File: config.mk
export PLATFORM = sky130hd
export DESIGN_NAME = dpb_queue
export DESIGN_NICKNAME = d
export VERILOG_FILES = /design/src/hw/rtl/dpb_pkg.sv /design/src/hw/rtl/dpb_queue.sv
export SDC_FILE = /design/constraint.sdc
export NUM_CORES = 1
export LEC_CHECK = 0
export ABC_AREA = 0
export CAP_MARGIN = 20
export CORE_ASPECT_RATIO = 0.75
export CORE_MARGIN = 1.5
export CORE_UTILIZATION = 57
export DETAILED_ROUTE_END_ITERATION = 10
export DONT_BUFFER_PORTS = 1
export GPL_TIMING_DRIVEN = 0
export PLACE_DENSITY = 0.75
export SLEW_MARGIN = 25
export SYNTH_ARGS = -nofsm -noshare
export SYNTH_HDL_FRONTEND = slang
export SYNTH_SLANG_ARGS = --single-unit
File: constraint.sdc
create_clock -name clock -period 2.9 [get_ports clock]
set_input_delay 0.58 -clock clock [delete_from_list [all_inputs] [get_ports clock]]
set_output_delay 0.58 -clock clock [all_outputs]
set_load 0.1 [all_outputs]
File: src/hw/rtl/dpb_pkg.sv
package dpb_pkg;

   localparam int DPB_COORD_FRAC_BITS = 16;
   localparam int DPB_QUEUE_DEPTH = 4;

   localparam int CSR_ADDR_W = 3;
   localparam int CSR_DATA_W = 60;

   localparam logic [CSR_ADDR_W-1:0] REG_DEPTH_SCALE    = 3'd0;
   localparam logic [CSR_ADDR_W-1:0] REG_MAX_DEPTH      = 3'd1;
   localparam logic [CSR_ADDR_W-1:0] REG_FOCAL_LENGTHS  = 3'd2;
   localparam logic [CSR_ADDR_W-1:0] REG_OPTICAL_CENTER = 3'd3;
   localparam logic [CSR_ADDR_W-1:0] REG_ROTATION_ROW0  = 3'd4;
   localparam logic [CSR_ADDR_W-1:0] REG_ROTATION_ROW1  = 3'd5;
   localparam logic [CSR_ADDR_W-1:0] REG_ROTATION_ROW2  = 3'd6;
   localparam logic [CSR_ADDR_W-1:0] REG_TRANSLATION    = 3'd7;

   localparam logic [15:0] RST_DEPTH_SCALE    = 16'd5000;
   localparam logic [15:0] RST_MAX_DEPTH      = 16'd7000;
   localparam logic [39:0] RST_FOCAL_LENGTHS  = 40'd140928748800;
   localparam logic [39:0] RST_OPTICAL_CENTER = 40'd64290373504;
   localparam logic [53:0] RST_ROTATION_ROW0  = 54'd65536;
   localparam logic [53:0] RST_ROTATION_ROW1  = 54'd17179869184;
   localparam logic [53:0] RST_ROTATION_ROW2  = 54'd4503599627370496;
   localparam logic [59:0] RST_TRANSLATION    = 60'd0;

   localparam int DIV_NUM_W = 53;
   localparam int DIV_DEN_W = 36;
   localparam int DIV_Q_W = 43;
   localparam int DIV_SIDE_W = 2;
   localparam int CAM_W = 44;
   localparam logic [DIV_Q_W-1:0] CAM_LIMIT = 43'd1 << 42;

   localparam int DPB_LATENCY = DIV_Q_W + 8;

   typedef struct packed {
      logic [11:0] pixel_col;
      logic [11:0] pixel_row;
      logic [15:0] raw_depth;
      logic        frame_end;
   } req_type;

   typedef struct packed {
      logic signed [31:0] world_x;
      logic signed [31:0] world_y;
      logic signed [31:0] world_z;
      logic               point_valid;
      logic               last_point;
   } rsp_type;

   typedef struct packed {
      logic [15:0]             depth_scale;
      logic [15:0]             max_depth;
      logic [19:0]             fx;
      logic [19:0]             fy;
      logic [19:0]             cx;
      logic [19:0]             cy;
      logic [2:0][2:0][17:0]   rot;
      logic [2:0][19:0]        trans;
   } cfg_type;

   typedef struct packed {
      logic signed [CAM_W-1:0] cam_x;
      logic signed [CAM_W-1:0] cam_y;
      logic signed [CAM_W-1:0] cam_z;
      logic                    point_valid;
      logic                    last_point;
   } cam_type;

endpackage

File: src/hw/rtl/dpb_queue.sv
module dpb_queue
   import dpb_pkg::*;
#(
   parameter int DEPTH = DPB_QUEUE_DEPTH
) (
   input  logic    clock,
   input  logic    reset,
   input  logic    push,
   input  cam_type push_data,
   input  logic    pop,
   output logic    out_valid,
   output cam_type out_data
);

   localparam int PTR_W = (DEPTH > 1) ? $clog2(DEPTH) : 1;
   localparam int CNT_W = $clog2(DEPTH + 1);

   cam_type            mem_ff [DEPTH];
   logic [PTR_W-1:0]   wr_ptr_ff, wr_ptr_in;
   logic [PTR_W-1:0]   rd_ptr_ff, rd_ptr_in;
   logic [CNT_W-1:0]   count_ff, count_in;
   logic               do_push, do_pop;

   assign do_pop = pop && (count_ff != '0);
   assign do_push = push && ((count_ff != CNT_W'(DEPTH)) || do_pop);

   always_comb begin
      wr_ptr_in = wr_ptr_ff;
      rd_ptr_in = rd_ptr_ff;
      count_in = count_ff;
      if (do_push) begin
         wr_ptr_in = (wr_ptr_ff == PTR_W'(DEPTH - 1)) ? '0 : wr_ptr_ff + 1'b1;
      end
      if (do_pop) begin
         rd_ptr_in = (rd_ptr_ff == PTR_W'(DEPTH - 1)) ? '0 : rd_ptr_ff + 1'b1;
      end
      if (do_push && !do_pop) begin
         count_in = count_ff + 1'b1;
      end else if (do_pop && !do_push) begin
         count_in = count_ff - 1'b1;
      end
   end

   always_ff @(posedge clock) begin
      if (reset) begin
         wr_ptr_ff <= '0;
         rd_ptr_ff <= '0;
         count_ff <= '0;
      end else begin
         wr_ptr_ff <= wr_ptr_in;
         rd_ptr_ff <= rd_ptr_in;
         count_ff <= count_in;
      end
      if (do_push) begin
         mem_ff[wr_ptr_ff] <= push_data;
      end
   end

   assign out_valid = count_ff != '0;
   assign out_data = mem_ff[rd_ptr_ff];

endmodule

==> results by group <==
Run status
  – Status: finished, final reports clean

Clocking
  – H-tree lvl count: 2
  – Post-CTS Setup Inserts: 0
  – Worst-skew pair later-pin latency: 550 ps
  – Num CTS Buffers: 48
  – Clock buffer depth: 3
  – Sink Count: 545
  – Hold_buf cts: 0
  – Clock transition at path regs: 60 ps
  – Root buffer cell: clkbuf_16
  – CTS tree: yes

Synth
  – Yosys cell types: 25
  – Mean post-synth cell area: 26.52 um2
  – Syn nets: 891
  – YS warnings: 0
  – Post-synthesis register bit count: 545
  – Seq/Total Area, Yosys: 82.28%
  – Synth Instances: 746
  – EDFF count, synth: 536
  – Post-synth top flop: edfxtp_1
  – Async SR Flop Fraction: 0%
  – Post-Syn Area: 19780 um2

GRT
  – Vias in the first global route: 8624
  – Initial antenna violation count: 0
  – GRT Overall Usage: 21.27%
  – First-pass GRT wire length: 55280 um
  – Total gr overflow: 0
  – Largest net degree at the start of global routing: 51

Timing
  – RSZ-0062 raised after global routing: yes
  – Slew Limit Fails: 0
  – Hold Vio Cnt, Final: 0
  – Worst-Margin Slew: 713.1 ps
  – Post-route setup slack: 64.86 ps
  – Finish-stage setup viols: 0
  – Final Critical Period: 2835 ps
  – Clock skew: 13.58 ps
  – Hold_ws: 119.7 ps
  – Max Fclk: 352.7 MHz
  – Final period utilization: 97.76%
  – Slew margin rel.: 52.46%

Finish
  – Layout cells sized above 1: 29.25%
  – Commonest non-fill, non-tap cell in the layout: edfxtp_1
  – Final net count: 949
  – # diodes: 0
  – Final core utilization: 65.46%
  – Highest-count cells in the layout ignoring fill and taps: edfxtp_1, mux4_2, clkbuf_16, clkbuf_1, buf_4
  – Area growth from synthesis to layout: 11.92%

Placement
  – DP Wirelength: 23640 um
  – Place WS: 308.6 ps
  – IO Port Bufs: 0
  – Placer Congestion: 0.7262

Setup path
  – CP most frequent cell: buf_6
  – Critical path type: reg2out
  – Delay of the slowest critical-path stage: 810 ps
  – Worst setup SP type: flop
  – Endpoint type of the worst setup path: primary output
  – CP arrival: 2260 ps
  – CP Max Fanout: 10
  – Worst path cell trace: buf_6, buf_12, buf_6, mux4_2
  – Worst EP required: 2320 ps
  – Critical path's slowest cell: mux4_2

Drt
  – DR vias: 7975
  – DRT antenna net count: 0
  – 1st-iter DRT viols: 706
  – Drt pass-1 iters: 4
  – WL final: 37290 um
  – Per-cell routed wire length: 28.88 um
  – # DRC: 0
  – Vias/cell: 6.177

Power
  – Total Power: 23.44 mW
  – Worst IR Drop VDD: 0.6700 mV
  – P_leak: 6.822 nW
  – PwrDens: 1059 nW/um2

Floorplanning
  – Die Y: 164.3 um
  – IO Pins: 273
  – Core Footprint: 33820 um2
  – Row cnt: 58
  – Die Footprint: 35840 um2
  – Initial Util: 58.49%
  – Die X: 218.1 um

Min path
  – Hold WC Path Type: in2reg

Run
  – Max-cap violations: 0
==> final cells by class <==
cell class                      count  area (um2)
Buffer                             31       254.0
Fill cell                        2082       11680
Multi-Input combinational cell    167        3319
Clock inverter                     23       191.4
Tap cell                          450       563.0
Clock buffer                       64        1303
Inverter                            3       11.26
Timing Repair Buffer                8       220.2
Sequential cell                   545       16280
==> critical path: cells and delay by family, from the launching register on <==
kind                   cells  cell delay [ps]
buffers and inverters      3              560
flip-flops                 1              320
multiplexers               1              810
==> state kept, by name (all words and copies together), names as in the netlist, named ones only <==
signal	flops
mem_ff	536
rd_ptr_ff	2
wr_ptr_ff	2
count_ff	3
==> synthesized netlist by cell type (2+ instances only) <==
library cell,instances,area share (%)
and3_2,4,0.15
or3_1,2,0.063
inv_1,3,0.057
o31ai_2,2,0.13
buf_6,7,0.40
mux2i_1,2,0.10
xor2_1,2,0.089
buf_2,16,0.40
mux4_2,134,15
a21oi_1,2,0.051
ha_1,6,0.38
dfxtp_1,9,0.91
clkbuf_1,8,0.15
nor2_1,3,0.057
edfxtp_1,536,81
==> cells by family (layout without fill, tap and decap cells) <==
family	after synthesis	after routing	share of synthesized area [%]
flops	545	545	82.28
mux	136	136	15.36
buf+inv	34	129	1.012
simple gates	16	16	0.5376
fa+ha+maj	7	7	0.4807
compound gates	6	6	0.2403
xor+xnor	2	2	0.08857
==> per-stage QoR <==
step	cells	TNS (ps)	instance area [um2]
6_report	1291	0	22140
5_1_grt	1291	-1207	22140
4_1_cts	1291	0	22130
3_5_place_dp	1204	0	20580
3_3_place_gp	1196	-441930	20340
2_1_floorplan	746	0	19780
==> worst paths after layout <==
check	start	end	slack (ps)	depth (start not counted)
min reg2reg	count_ff[2]	count_ff[2]	540	2
max	flop	out_data[109]	60	4
max reg2reg	count_ff[0]	count_ff[2]	440	7
min	push_data[16]	mem_ff[2][16]	120	0
==> routing by layer <==
layer | up-vias | track usage [%] | part of all wire [%]
li1 | 3343 | - | -
met2 | 349 | 34.89 | 50
met5 | - | 0 | 0
met1 | 4228 | 27.21 | 37
met4 | 0 | 5.580 | 2.1
met3 | 55 | 7.796 | 9.9
==> what timing repair did <==
item	in CTS	in global routing
hold endpoints to repair	0	0
gates resized for setup	22	6
pin swaps	0	0
setup endpoints to repair	130	100
==> power by group <==
| part | internal (mW) | switching [mW] | leakage [nW] | total [mW] |
|---|---|---|---|---|
| logic | 1.40 | 6.49 | 1.10 | 7.89 |
| clock network | 3.42 | 2.62 | 0.726 | 6.04 |
| registers | 9.33 | 0.175 | 4.99 | 9.51 |
(Power assumes the default switching activity.)
